`src/hw/rtl/utrcd_pkg.sv`:
```
// Shared constants, command codes and control structs for the UART transmit ring.
`timescale 1ns / 1ps
package utrcd_pkg;

  // Ring depth must be a power of two; one slot always stays empty.
  localparam int RING_DEPTH  = 4096;
  localparam int BURST_BYTES = 16;
  localparam int PTR_W       = $clog2(RING_DEPTH);
  localparam int CNT_W       = $clog2(BURST_BYTES + 1);
  localparam int PEND_W      = 12;
  localparam int BUDGET_W    = 16;
  localparam int BYTE_W      = 8;

  localparam logic [1:0] CMD_ENQ       = 2'd0;
  localparam logic [1:0] CMD_DRAIN     = 2'd1;
  localparam logic [1:0] CMD_READY     = 2'd2;
  localparam logic [1:0] CMD_NOT_READY = 2'd3;

  localparam logic KIND_STATUS = 1'b0;
  localparam logic KIND_BYTE   = 1'b1;

  localparam logic [BYTE_W-1:0]   LF_BYTE          = 8'h0A;
  localparam logic [BYTE_W-1:0]   CR_BYTE          = 8'h0D;
  localparam logic [BUDGET_W-1:0] BUDGET_UNLIMITED = 16'hFFFF;

  typedef struct packed {
    logic accept;   // input request taken this cycle
    logic wr_lf;    // write the line feed after its carriage return
    logic rd;       // read ring at read pointer
    logic ld;       // load read byte into output register
  } dp_cmd_t;

  typedef struct packed {
    logic enq_two;      // enqueue would store CR plus LF
    logic burst_go;     // ready request has bytes to send
    logic remain_last;  // one burst byte left
    logic out_free;     // output register can take a result
  } dp_stat_t;

endpackage

```
`src/hw/rtl/utrcd_ctrl.sv`:
```
// Controller: request intake, line-feed second write and burst sequencing.
`timescale 1ns / 1ps
module utrcd_ctrl import utrcd_pkg::*; (
  input  logic       clk,
  input  logic       rst,
  input  logic       in_valid,
  output logic       in_ready,
  input  logic [1:0] cmd,
  input  dp_stat_t   stat,
  output dp_cmd_t    dcmd
);

  localparam logic [1:0] S_IDLE = 2'd0;
  localparam logic [1:0] S_LF2  = 2'd1;
  localparam logic [1:0] S_RD   = 2'd2;
  localparam logic [1:0] S_LD   = 2'd3;

  logic [1:0] state;
  logic [1:0] state_next;

  always_comb begin
    in_ready    = (state == S_IDLE) && stat.out_free;
    dcmd.accept = in_valid && in_ready;
    dcmd.wr_lf  = (state == S_LF2);
    dcmd.rd     = (state == S_RD);
    dcmd.ld     = (state == S_LD) && stat.out_free;
    state_next  = state;
    case (state)
      S_IDLE: begin
        if (dcmd.accept) begin
          if (cmd == CMD_ENQ && stat.enq_two) begin
            state_next = S_LF2;
          end else if (cmd == CMD_READY && stat.burst_go) begin
            state_next = S_RD;
          end
        end
      end
      S_LF2: begin
        state_next = S_IDLE;
      end
      S_RD: begin
        state_next = S_LD;
      end
      S_LD: begin
        if (dcmd.ld) begin
          state_next = stat.remain_last ? S_IDLE : S_RD;
        end
      end
      default: begin
        state_next = S_IDLE;
      end
    endcase
  end

  always_ff @(posedge clk) begin
    if (rst) begin
      state <= S_IDLE;
    end else begin
      state <= state_next;
    end
  end

endmodule

```
`config.mk`:
```
export PLATFORM = sky130hd
export DESIGN_NAME = utrcd_ctrl
export DESIGN_NICKNAME = d
export VERILOG_FILES = /design/src/hw/rtl/utrcd_pkg.sv /design/src/hw/rtl/utrcd_ctrl.sv
export SDC_FILE = /design/constraint.sdc
export NUM_CORES = 1
export LEC_CHECK = 0
export ABC_AREA = 1
export BUFFER_PORTS_ARGS = -buffer_cell sky130_fd_sc_hd__clkbuf_2
export CAP_MARGIN = 20
export CELL_PAD_IN_SITES_DETAIL_PLACEMENT = 0
export CELL_PAD_IN_SITES_GLOBAL_PLACEMENT = 2
export CORE_AREA = 10 10 47 49
export CTS_CLUSTER_DIAMETER = 120
export CTS_CLUSTER_SIZE = 40
export DETAILED_ROUTE_END_ITERATION = 16
export DIE_AREA = 0 0 57 59
export HOLD_SLACK_MARGIN = 0.03
export PLACE_DENSITY_LB_ADDON = 0.1
export SLEW_MARGIN = 0
export SYNTH_ARGS = -nofsm -noshare
export SYNTH_HDL_FRONTEND = slang
export SYNTH_SLANG_ARGS = --single-unit
```
`constraint.sdc`:
```
create_clock -name clk -period 0.9 [get_ports clk]
set_input_delay 0.135 -clock clk [delete_from_list [all_inputs] [get_ports clk]]
set_output_delay 0.135 -clock clk [all_outputs]
set_load 0.005 [all_outputs]
```
== Word-level counts from Yosys, hierarchy flattened ==
Index checks and enable logic that the tools add are counted.

* Input bits: 9
* Bits in registers: 2

* Equality and inequality tests: 7
* Reductions and logical operators: 8
* Muxes and demuxes: 6

{| class="wikitable"
|+ Operators with widths
! kind !! number
|-
| $mux 2 || 5
|-
| $pmux 2 s4 || 1
|-
| $eq 2x2->1 const B || 3
|-
| $logic_and 1x1->1 || 5
|-
| $logic_not 2->1 || 2
|-
| $ne 2x2->1 const B || 2
|-
| $ne 3x1->1 const B || 1
|-
| $reduce_and 3->1 || 1
|-
| $eq 2x1->1 const B || 1
|}

== Logic depth before layout (Yosys ltp) ==
Gate-level depths: netlist of the first run.

* Depth in word-level cells: 6
* Depth in mapped cells: 5
* Gate-level depth less buffers: 5

== Worst setup path after synthesis of the first run ==
OpenSTA, ideal clock, no wires.

* Path kind: register -> register
* Start: register state[0]
* End: register state[0]
* Arrival: 0.726 ns
* Stages on the path, launching flop included: 6
* Path slack: 0.060 ns
* Required time: 0.786 ns
* Buffers on the path: 0
* Cells stage by stage: dfxtp_1 -> inv_1 -> o21ai_0 -> o21ai_1 -> inv_1 -> nor2_1

* Longest elaborated chain between the ends: 5
* Elaborated cells between the ends (all ways): 12
* Classes of those cells: eq/ne: 6; mux: 1; reduce/logical: 5

{| class="wikitable"
|+ Ends and longest elaborated chain
! item !! line !! source
|-
| start: declaration || utrcd_ctrl.sv:18 || <nowiki>logic [1:0] state;</nowiki>
|-
| start signal: assignment || utrcd_ctrl.sv:59 || <nowiki>state <= state_next;</nowiki>
|-
| $logic_not 2->1 || utrcd_ctrl.sv:22, utrcd_ctrl.sv:28 ||
|-
| $logic_and 1x1->1 || utrcd_ctrl.sv:22 || <nowiki>in_ready = (state == S_IDLE) && stat.out_free;</nowiki>
|-
| $logic_and 1x1->1 || utrcd_ctrl.sv:23 || <nowiki>dcmd.accept = in_valid && in_ready;</nowiki>
|-
| $ne 2x2->1 (no source line) || -- ||
|-
| $reduce_and 3->1 (no source line) || -- ||
|}

Parallel ways exist; a longest one is shown, timed or not.
A chain may end at the register's enable or synchronous reset.

==> results of run 1 <==
power groups by stage:
stage | clock network, mW | registers, mW | logic [mW]
2_1_floorplan | 0 | 0.0932 | 0.0292
3_3_place_gp | 0 | 0.0936 | 0.0626
3_5_place_dp | 0 | 0.0935 | 0.0631
4_1_cts | 0.203 | 0.0903 | 0.0701
5_1_grt | 0.216 | 0.0906 | 0.0795
6_report | 0.191 | 0.0905 | 0.0700
repair_timing:
item	CTS	global route
pin swaps	2	2
setup endpoints to repair	7	7
buffers inserted	3	0
hold buffers	0	0
gates resized for setup	6	6
synth_stat cells, drive strengths merged:
master,number,share of area [%]
a31oi,1,3.8
a21oi,1,5.3
o21ai,3,9.0
nand3,3,9.0
dfxtp,2,24
inv,8,18
nor2,8,23
nor3,2,6.0
nand2,1,2.3
routing by layer:
| metal | global-route usage, % | vias up | part of all wire [%] |
|---|---|---|---|
| li1 | - | 131 | - |
| met1 | 3.77 | 111 | 31 |
| met2 | 7.91 | 7 | 59 |
| met3 | 2.15 | 0 | 9.6 |
| met4 | 3.02 | 0 | 0 |
| met5 | 0 | - | 0 |
tightest hold or removal path, cell delays in order:
cell and delay [ns]:
sky130_fd_sc_hd__clkbuf_2 0.07, sky130_fd_sc_hd__inv_1 0.03, sky130_fd_sc_hd__nand3_1 0.11, sky130_fd_sc_hd__nor2_2 0.03
per-stage QoR:
step                      util, %  hold WS [ns]  instance area (sq um)  cells
after detailed placement     18.5         0.442                    259     59
after floorplan                 -         0.333                    166     29
final                        23.8         0.205                    333     65
after global placement       18.5         0.448                    259     59
after CTS                    22.8         0.200                    319     65
after global routing         23.8         0.215                    333     65
worst paths after layout:
path	start	to	slack (ns)	cells past startpoint
worst max register to register	state[0]	state[0]	-0.12	6
worst min-delay path	rst	state[1]	0.20	4
worst max-delay path	state[0]	dcmd[3]	-0.21	4
worst min register to register	state[1]	state[0]	0.59	4
cells by family after synthesis:
| logic type | count (synthesis) | share of synthesized area (%) |
|---|---|---|
| simple gates | 14 | 39.8 |
| compound gates | 5 | 18.0 |
| flops | 2 | 24.1 |
| buf+inv | 8 | 18.0 |
layout make-up:
type | count | share of cell area, %
Tap cell | 16 | 6.02
Sequential cell | 2 | 13.5
Clock buffer | 3 | 6.77
Inverter | 8 | 9.77
Multi-Input combinational cell | 19 | 34.2
Timing Repair Buffer | 17 | 29.7
==> out/results.md, run 1 <==
| Parameter | Value | Unit |
|:---|:---|:---|
| Cell area after synthesis | 166 | sq um |
| DRC violations left | 0 | - |
| Kind of path behind the tightest hold check | primary input to register | - |
| GRT Total Usage | 4.40 | % |
| Violated checks | negative setup slack | - |
| Via count | 249 | - |
| Reg area | 45.0 | sq um |
| Width of the die | 57 | um |
| Area of the core | 1400 | sq um |
| Worst-case clock buffer depth | 2 | - |
| Number of flip-flops and latches in the synthesized netlist | 2 | - |
| Sum of internal, switching and leakage power | 351 | uW |
| Fraction of the cycle the final worst path needs | 123 | % |
| Switching part of the total power | 23.3 | % |
| Most frequent standard cell in the layout excluding fill and tap cells | sky130_fd_sc_hd__clkbuf_2 | - |
| Clock buffer count from CTS | 3 | - |
| Sum of negative setup slack | -0.972 | ns |
| Delay contributed by the slowest stage of the critical path | 0.36 | ns |
| Seq/Total Area, Yosys | 24.1 | % |
| Area of the die | 3360 | sq um |
| Result of the run | finished, violations left | - |
| Sequential Power Share | 25.8 | % |
| Maximum fanout along the worst path | 3 | - |
| Standard-cell row count | 14 | - |
| Largest Register | state | - |
| Ports | 14 | - |
| Synth unique cells | 12 | - |
| Final-report max-slew violation count | 0 | - |
| Area growth from synthesis to final layout | 100 | % |
| Top cell family by delay on the critical path | flip-flops | - |
| Synthesized area per cell | 5.74 | sq um |
| Number of warnings reported in the yosys synthesis log | 0 | - |
| Maximum number of pins on one net before global-route repair | 6 | - |
| Max capacitance violation total | 0 | - |
| GPL Wtd Cong | 0.681 | - |
| Critical Path Sink Type | primary output | - |
| Filler cells | 180 | - |
| Arrival @ worst endpoint | 0.97 | ns |
| Number of vias per cell after detailed routing | 3.83 | - |
| Die outline height | 59 | um |
| Setup repair after global routing missed its margin | yes | - |
| Biggest registers after layout | state: 2 flops | - |
| Number of flip-flops under the largest register name | 2 | - |
| Crit path setup slack, layout | -0.205 | ns |
| Drt first-iter violations | 4 | - |
| Most used cells in the layout excluding fill and tap cells | sky130_fd_sc_hd__clkbuf_2, sky130_fd_sc_hd__inv_1, sky130_fd_sc_hd__nor2_1 | - |
| Clock power frac | 54.3 | % |
| Synthesized Nets | 38 | - |
| Worst Clk Skew | 0.0000787 | ns |
| DR pass1 iterations | 4 | - |
| Worst-case headroom to the max-slew limit | 88.0 | % |
| Cells along the critical path | nor2_4 -> inv_2 -> nor3_2 -> clkbuf_2 | - |
| Pre-CTS setup slack | -0.0586 | ns |
| Transition time at the pin with the least slew margin | 0.178 | ns |
| HPWL after detailed placement | 568 | um |
| Net switching power figure | 81.8 | uW |
| Worst-Skew Late Latency | 0.22 | ns |
| Wire length per cell | 10.6 | um |
| Data required time of the critical path | 0.76 | ns |
| Number of H-tree levels | 1 | - |
| Antenna violations before repair | 0 | - |
| Cell internal pwr | 269 | uW |
| Final antenna-violating net count | 0 | - |
| Area occupied by multi-input gates | 114 | sq um |
| Crit path buf inv count | 2 | - |
| Net total in the final layout | 60 | - |
| Post-Route WL | 689 | um |
| Power density of the placed cells | 1060 | nW/um^2 |
| Clock transition at the register clock pins on the worst setup and hold paths after CTS | 0.03 | ns |
| Global-route wire length before repair | 1.19 | mm |
| Static Leakage | 0.182 | nW |
| Count of endpoints failing hold in the final timing report | 0 | - |
| Setup violators final | 7 | - |
| Setup crit start kind | register | - |
| Clock tree from TritonCTS | yes | - |
| Inserted Diodes | 0 | - |
| Starting Density | 11.9 | % |
| Peak VDD IR | 292 | uV |
| Port bufs | 13 | - |
| Fmax | 905 | MHz |
| Remaining Overflow, GRT | 0 | - |
| # clock sinks | 2 | - |
| Via count of the first global-routing pass | 298 | - |
| Fraction of final layout cells sized beyond drive strength 1 | 63.3 | % |
| Final Critical Period | 1.11 | ns |
| Logic gate share of total power | 19.9 | % |
| CP max stage cell | sky130_fd_sc_hd__dfxtp_4 | - |
| Clk root buf | sky130_fd_sc_hd__clkbuf_4 | - |
| Startpoint-to-endpoint class of the critical path | register to primary output | - |
| Cells after Synth | 29 | - |
Power figures use the tool's default switching activity.
==> run 2, diff against run 1 <==
--- a/config.mk
+++ b/config.mk
@@ -6,7 +6,6 @@
 export NUM_CORES = 1
 export LEC_CHECK = 0
 export ABC_AREA = 1
-export BUFFER_PORTS_ARGS = -buffer_cell sky130_fd_sc_hd__clkbuf_2
 export CAP_MARGIN = 20
 export CELL_PAD_IN_SITES_DETAIL_PLACEMENT = 0
 export CELL_PAD_IN_SITES_GLOBAL_PLACEMENT = 2
@@ -15,8 +14,10 @@
 export CTS_CLUSTER_SIZE = 40
 export DETAILED_ROUTE_END_ITERATION = 16
 export DIE_AREA = 0 0 57 59
+export DONT_BUFFER_PORTS = 1
 export HOLD_SLACK_MARGIN = 0.03
 export PLACE_DENSITY_LB_ADDON = 0.1
+export REMOVE_ABC_BUFFERS = 1
 export SLEW_MARGIN = 0
 export SYNTH_ARGS = -nofsm -noshare
 export SYNTH_HDL_FRONTEND = slang
==> out/results.md, run 2 (synthesis gave the netlist of run 1 again) <==
| Parameter | Value | Unit |
|:---|:---|:---|
| DR pass1 iterations | 3 | - |
| Clock power frac | 60.7 | % |
| Kind of path behind the tightest hold check | primary input to register | - |
| Result of the run | finished, violations left | - |
| Worst-Skew Late Latency | 0.24 | ns |
| Worst Clk Skew | 0.00823 | ns |
| Arrival @ worst endpoint | 0.90 | ns |
| Setup repair after global routing missed its margin | yes | - |
| Width of the die | 57 | um |
| Count of endpoints failing hold in the final timing report | 0 | - |
| FF-to-FF Start | state[1] | - |
| Remaining Overflow, GRT | 0 | - |
| Inserted Diodes | 0 | - |
| Fraction of final layout cells sized beyond drive strength 1 | 58.3 | % |
| DRC violations left | 0 | - |
| Hold path startpoint | rst | - |
| Area of the core | 1400 | sq um |
| Global-route wire length before repair | 1.03 | mm |
| Data required time of the critical path | 0.76 | ns |
| Maximum fanout along the worst path | 4 | - |
| Number of vias per cell after detailed routing | 3.90 | - |
| Max capacitance violation total | 0 | - |
| Clock buffer count from CTS | 3 | - |
| Violated checks | negative setup slack | - |
| Fmax | 963 | MHz |
| # clock sinks | 2 | - |
| R2r worst-path depth | 6 | - |
| Hold-fix buffers, CTS | 0 | - |
| Via count of the first global-routing pass | 245 | - |
| CP max stage cell | sky130_fd_sc_hd__dfxtp_4 | - |
| HPWL after detailed placement | 519 | um |
| Net switching power figure | 99.4 | uW |
| Non-filler cells in the finished layout | 52 | - |
| Delay contributed by the slowest stage of the critical path | 0.35 | ns |
| Finished Cell Area | 284 | sq um |
| Placed instance count | 47 | - |
| Standard-cell row count | 14 | - |
| GRT Total Usage | 4.31 | % |
| Clock tree from TritonCTS | yes | - |
| Placement-stage cell area | 201 | sq um |
| Biggest registers after layout | state: 2 flops | - |
| Sink of the worst hold path | state[1] | - |
| Switching part of the total power | 28.0 | % |
| Routed wl met2 | 357 | um |
| GPL Wtd Cong | 0.649 | - |
| Reg-to-reg critical path endpoint | state[0] | - |
| Met1 wire length | 228 | um |
| Clk root buf | sky130_fd_sc_hd__clkbuf_4 | - |
| Drt first-iter violations | 5 | - |
| Reg2reg setup slack | -0.10 | ns |
| Maximum number of pins on one net before global-route repair | 6 | - |
| Startpoint-to-endpoint class of the critical path | register to primary output | - |
| Largest Register | state | - |
| Final-report max-slew violation count | 0 | - |
| Peak VDD IR | 204 | uV |
| Area of the die | 3360 | sq um |
| Die outline height | 59 | um |
| Fraction of the cycle the final worst path needs | 115 | % |
| Fin Hold WS | 0.0602 | ns |
| Net total in the final layout | 47 | - |
| Wire length per cell | 12.4 | um |
| Cells along the critical path | nor2_4 -> inv_2 -> nor3_4 | - |
| Transition time at the pin with the least slew margin | 0.229 | ns |
| Final antenna-violating net count | 0 | - |
| Number of H-tree levels | 1 | - |
| Area growth from synthesis to final layout | 70.7 | % |
| Top cell family by delay on the critical path | flip-flops | - |
| Port bufs | 0 | - |
| Logic gate share of total power | 14.6 | % |
| Antenna violations before repair | 0 | - |
| Sequential Power Share | 24.8 | % |
| Worst-case clock buffer depth | 2 | - |
| Crit path setup slack, layout | -0.138 | ns |
| Number of flip-flops under the largest register name | 2 | - |
| Static Leakage | 0.125 | nW |
| Cell internal pwr | 256 | uW |
| Final Critical Period | 1.04 | ns |
| Post-Route WL | 644 | um |
| Worst hold path stage count | 3 | - |
| Pre-CTS setup slack | -0.0388 | ns |
| Most used cells in the layout excluding fill and tap cells | sky130_fd_sc_hd__inv_1, sky130_fd_sc_hd__nor2_2, sky130_fd_sc_hd__clkbuf_4, sky130_fd_sc_hd__buf_4 | - |
| Most frequent standard cell in the layout excluding fill and tap cells | sky130_fd_sc_hd__inv_1 | - |
| Clock transition at the register clock pins on the worst setup and hold paths after CTS | 0.04 | ns |
| Via count | 203 | - |
| Ports | 14 | - |
| Starting Density | 11.9 | % |
| Setup crit start kind | register | - |
| Highest layer used for signal routing | met4 | - |
| Critical Path Sink Type | primary output | - |
| Setup violators final | 7 | - |
| Worst-case headroom to the max-slew limit | 84.7 | % |
| Crit path buf inv count | 1 | - |
| Detailed-routed wire length on met3 | 38 | um |
| Power density of the placed cells | 1250 | nW/um^2 |
run 2: worst max-delay path by stage:
stage                     cells after the start  endpoint  slack (ns)  startpoint
after floorplan                               5  state[0]        0.06    state[0]
after global placement                        3   dcmd[3]       -0.05    state[0]
after detailed placement                      3   dcmd[3]       -0.04    state[0]
after CTS                                     3   dcmd[2]       -0.14    state[0]
after global routing                          3   dcmd[3]       -0.20    state[1]
final                                         3   dcmd[3]       -0.14    state[1]
run 2: timing repair:
action / CTS / global route
buffers inserted: 1 / 1
endpoints found under the setup margin: 7 / 7
gates resized for setup: 9 / 6
pin swaps: 2 / 1
run 2: power groups by stage:
stage	Combinational [mW]	Clock, mW	Sequential (mW)
floorplan	0.0292	0	0.0932
global placement	0.0371	0	0.0935
detailed placement	0.0374	0	0.0935
CTS	0.0475	0.225	0.0903
global route	0.0591	0.224	0.0884
finish	0.0518	0.216	0.0881
run 2: routing by layer:
layer	global-route usage (%)	vias to the layer above
met5	0	-
li1	-	106
met4	6.04	0
met1	3.77	86
met2	6.36	9
met3	1.93	2
run 2: final cells by class:
cell class                      instances  area (sq um)
Clock buffer                            3          22.5
Inverter                                8          30.0
Multi-Input combinational cell         19           130
Sequential cell                         2          47.5
Tap cell                               16          20.0
Timing Repair Buffer                    4          33.8
Fill cell                             170          1120
run 2: worst reg2reg max path: stages (launching register included):
cell                      delay (ns)
sky130_fd_sc_hd__dfxtp_4        0.35
sky130_fd_sc_hd__nor2_4         0.12
sky130_fd_sc_hd__buf_4          0.12
sky130_fd_sc_hd__buf_6          0.08
sky130_fd_sc_hd__nand3_1        0.08
sky130_fd_sc_hd__nand3_2        0.10
sky130_fd_sc_hd__nor2_1         0.04
run 2: through the flow:
step	setup TNS [ns]	util, %	total power, mW
2_1_floorplan	0	-	0.122
5_1_grt	-1.05	20.3	0.372
3_3_place_gp	-0.119	14.4	0.131
6_report	-0.665	20.3	0.355
3_5_place_dp	-0.0609	14.4	0.131
4_1_cts	-0.705	18.8	0.362
==> run 3, diff against run 2 <==
--- a/config.mk
+++ b/config.mk
@@ -7,7 +7,7 @@
 export LEC_CHECK = 0
 export ABC_AREA = 1
 export CAP_MARGIN = 20
-export CELL_PAD_IN_SITES_DETAIL_PLACEMENT = 0
+export CELL_PAD_IN_SITES_DETAIL_PLACEMENT = 2
 export CELL_PAD_IN_SITES_GLOBAL_PLACEMENT = 2
 export CORE_AREA = 10 10 47 49
 export CTS_CLUSTER_DIAMETER = 120
==> out/results.md, run 3 (synthesis gave the netlist of run 1 again) <==
| Parameter | Value | Unit |
|:---|:---|:---|
| Kind of path behind the tightest hold check | primary input to register | - |
| Global-route wire length before repair | 1.03 | mm |
| Fraction of the cycle the final worst path needs | 114 | % |
| Clk root buf | sky130_fd_sc_hd__clkbuf_4 | - |
| Net total in the final layout | 49 | - |
| GPL Wtd Cong | 0.649 | - |
| Power density of the placed cells | 1050 | nW/um^2 |
| Maximum number of pins on one net before global-route repair | 6 | - |
| Ports | 14 | - |
| Worst-case clock buffer depth | 2 | - |
| Critical Path Sink Type | primary output | - |
| Wire length per cell | 12.0 | um |
| Setup crit start kind | register | - |
| Data required time of the critical path | 0.76 | ns |
| Antenna violations before repair | 0 | - |
| Final-report max-slew violation count | 0 | - |
| Startpoint-to-endpoint class of the critical path | register to primary output | - |
| Reg-to-reg critical path endpoint | state[0] | - |
| Worst-case headroom to the max-slew limit | 83.1 | % |
| Worst setup path startpoint | state[1] | - |
| Setup violators final | 7 | - |
| Finished Cell Area | 328 | sq um |
| DR pass1 iterations | 2 | - |
| Final antenna-violating net count | 0 | - |
| Worst Clk Skew | 0.00332 | ns |
| Area growth from synthesis to final layout | 97.0 | % |
| Standard-cell row count | 14 | - |
| Worst-Skew Late Latency | 0.22 | ns |
| Clock buffer count from CTS | 3 | - |
| Worst hold path stage count | 3 | - |
| Clock transition at the register clock pins on the worst setup and hold paths after CTS | 0.03 | ns |
| Most frequent standard cell in the layout excluding fill and tap cells | sky130_fd_sc_hd__inv_1 | - |
| GRT Total Usage | 4.27 | % |
| Number of vias per cell after detailed routing | 4.09 | - |
| Largest Register | state | - |
| Maximum fanout along the worst path | 4 | - |
| Count of endpoints failing hold in the final timing report | 0 | - |
| # clock sinks | 2 | - |
| Hold-fix buffers, CTS | 0 | - |
| Die outline height | 59 | um |
| Number of H-tree levels | 1 | - |
| Inserted Diodes | 0 | - |
| Core Util, Final | 23.4 | % |
| HPWL after detailed placement | 553 | um |
| Biggest registers after layout | state: 2 flops | - |
| Violated checks | negative setup slack | - |
| Pre-CTS setup slack | -0.0502 | ns |
| Hold path startpoint | rst | - |
| Number of flip-flops under the largest register name | 2 | - |
| Setup repair after global routing missed its margin | yes | - |
| R2r worst-path depth | 6 | - |
| Via count | 221 | - |
| Post-Route WL | 650 | um |
| Crit path setup slack, layout | -0.130 | ns |
| Clock tree from TritonCTS | yes | - |
| Remaining Overflow, GRT | 0 | - |
| Arrival @ worst endpoint | 0.89 | ns |
| Placement-stage cell area | 201 | sq um |
| Width of the die | 57 | um |
| Peak VDD IR | 339 | uV |
| Sink of the worst hold path | state[1] | - |
| DRC violations left | 0 | - |
| Port bufs | 0 | - |
| Drt first-iter violations | 1 | - |
| Area of the core | 1400 | sq um |
| Result of the run | finished, violations left | - |
| Transition time at the pin with the least slew margin | 0.254 | ns |
| Most used cells in the layout excluding fill and tap cells | sky130_fd_sc_hd__inv_1, sky130_fd_sc_hd__buf_4, sky130_fd_sc_hd__nor2_4, sky130_fd_sc_hd__nor2_2, sky130_fd_sc_hd__clkbuf_4 | - |
| Fmax | 971 | MHz |
| Reg2reg setup slack | -0.10 | ns |
| Starting Density | 11.9 | % |
| Static Leakage | 0.147 | nW |
| Via count of the first global-routing pass | 248 | - |
| Fraction of final layout cells sized beyond drive strength 1 | 68.4 | % |
| Area of the die | 3360 | sq um |
| Max capacitance violation total | 0 | - |
| FF-to-FF Start | state[1] | - |
| Final Critical Period | 1.03 | ns |
## run 3: final cells by class
class / instances / area, sq um
fillers: 171 / 1070
multi-input cells: 19 / 153
flip-flops and latches: 2 / 47.5
inverters: 8 / 32.5
repair buffers: 6 / 52.6
clock buffers: 3 / 22.5
well taps: 16 / 20.0
## run 3: repair_timing
action / CTS / global route
resized for setup: 9 / 14
endpoints found under the setup margin: 7 / 7
hold endpoints to repair: 0 / 0
buffers inserted: 1 / 3
pin swaps: 2 / 4
## run 3: worst max-delay path, cell delays in order, from the launching register on
cell and delay (ns):
sky130_fd_sc_hd__dfxtp_4 0.35, sky130_fd_sc_hd__nor2_4 0.13, sky130_fd_sc_hd__inv_2 0.07, sky130_fd_sc_hd__nor3_4 0.12
## run 3: metal layers
layer	wire, um	track usage (%)	part of all wire (%)
met4	0	4.03	0
met5	0	0	0
met2	368	5.89	57
met1	219	3.55	34
met3	62	4.08	9.5
## run 3: where the power goes
group / internal (mW) / switching, mW / leakage [nW]
Clock: 0.147 / 0.0489 / 0.0138
Sequential: 0.0859 / 0.00223 / 0.0177
Combinational: 0.0271 / 0.0348 / 0.115
Total: 0.260 / 0.0859 / 0.147
## run 3: worst max-delay path by stage
| stage | to | slack [ns] | cells past startpoint |
|---|---|---|---|
| floorplan | state[0] | 0.06 | 5 |
| CTS | dcmd[3] | -0.15 | 3 |
| detailed placement | dcmd[3] | -0.05 | 3 |
| global route | dcmd[3] | -0.19 | 3 |
| global placement | dcmd[3] | -0.05 | 3 |
| finish | dcmd[3] | -0.13 | 3 |
## run 3: stage by stage
stage	std cells	power, mW	hold WS (ns)	setup TNS (ns)
3_3_place_gp	47	0.131	0.366	-0.119
3_5_place_dp	47	0.131	0.364	-0.105
4_1_cts	51	0.351	0.115	-0.762
5_1_grt	54	0.374	0.0740	-0.945
2_1_floorplan	29	0.122	0.333	0
6_report	54	0.346	0.0744	-0.625
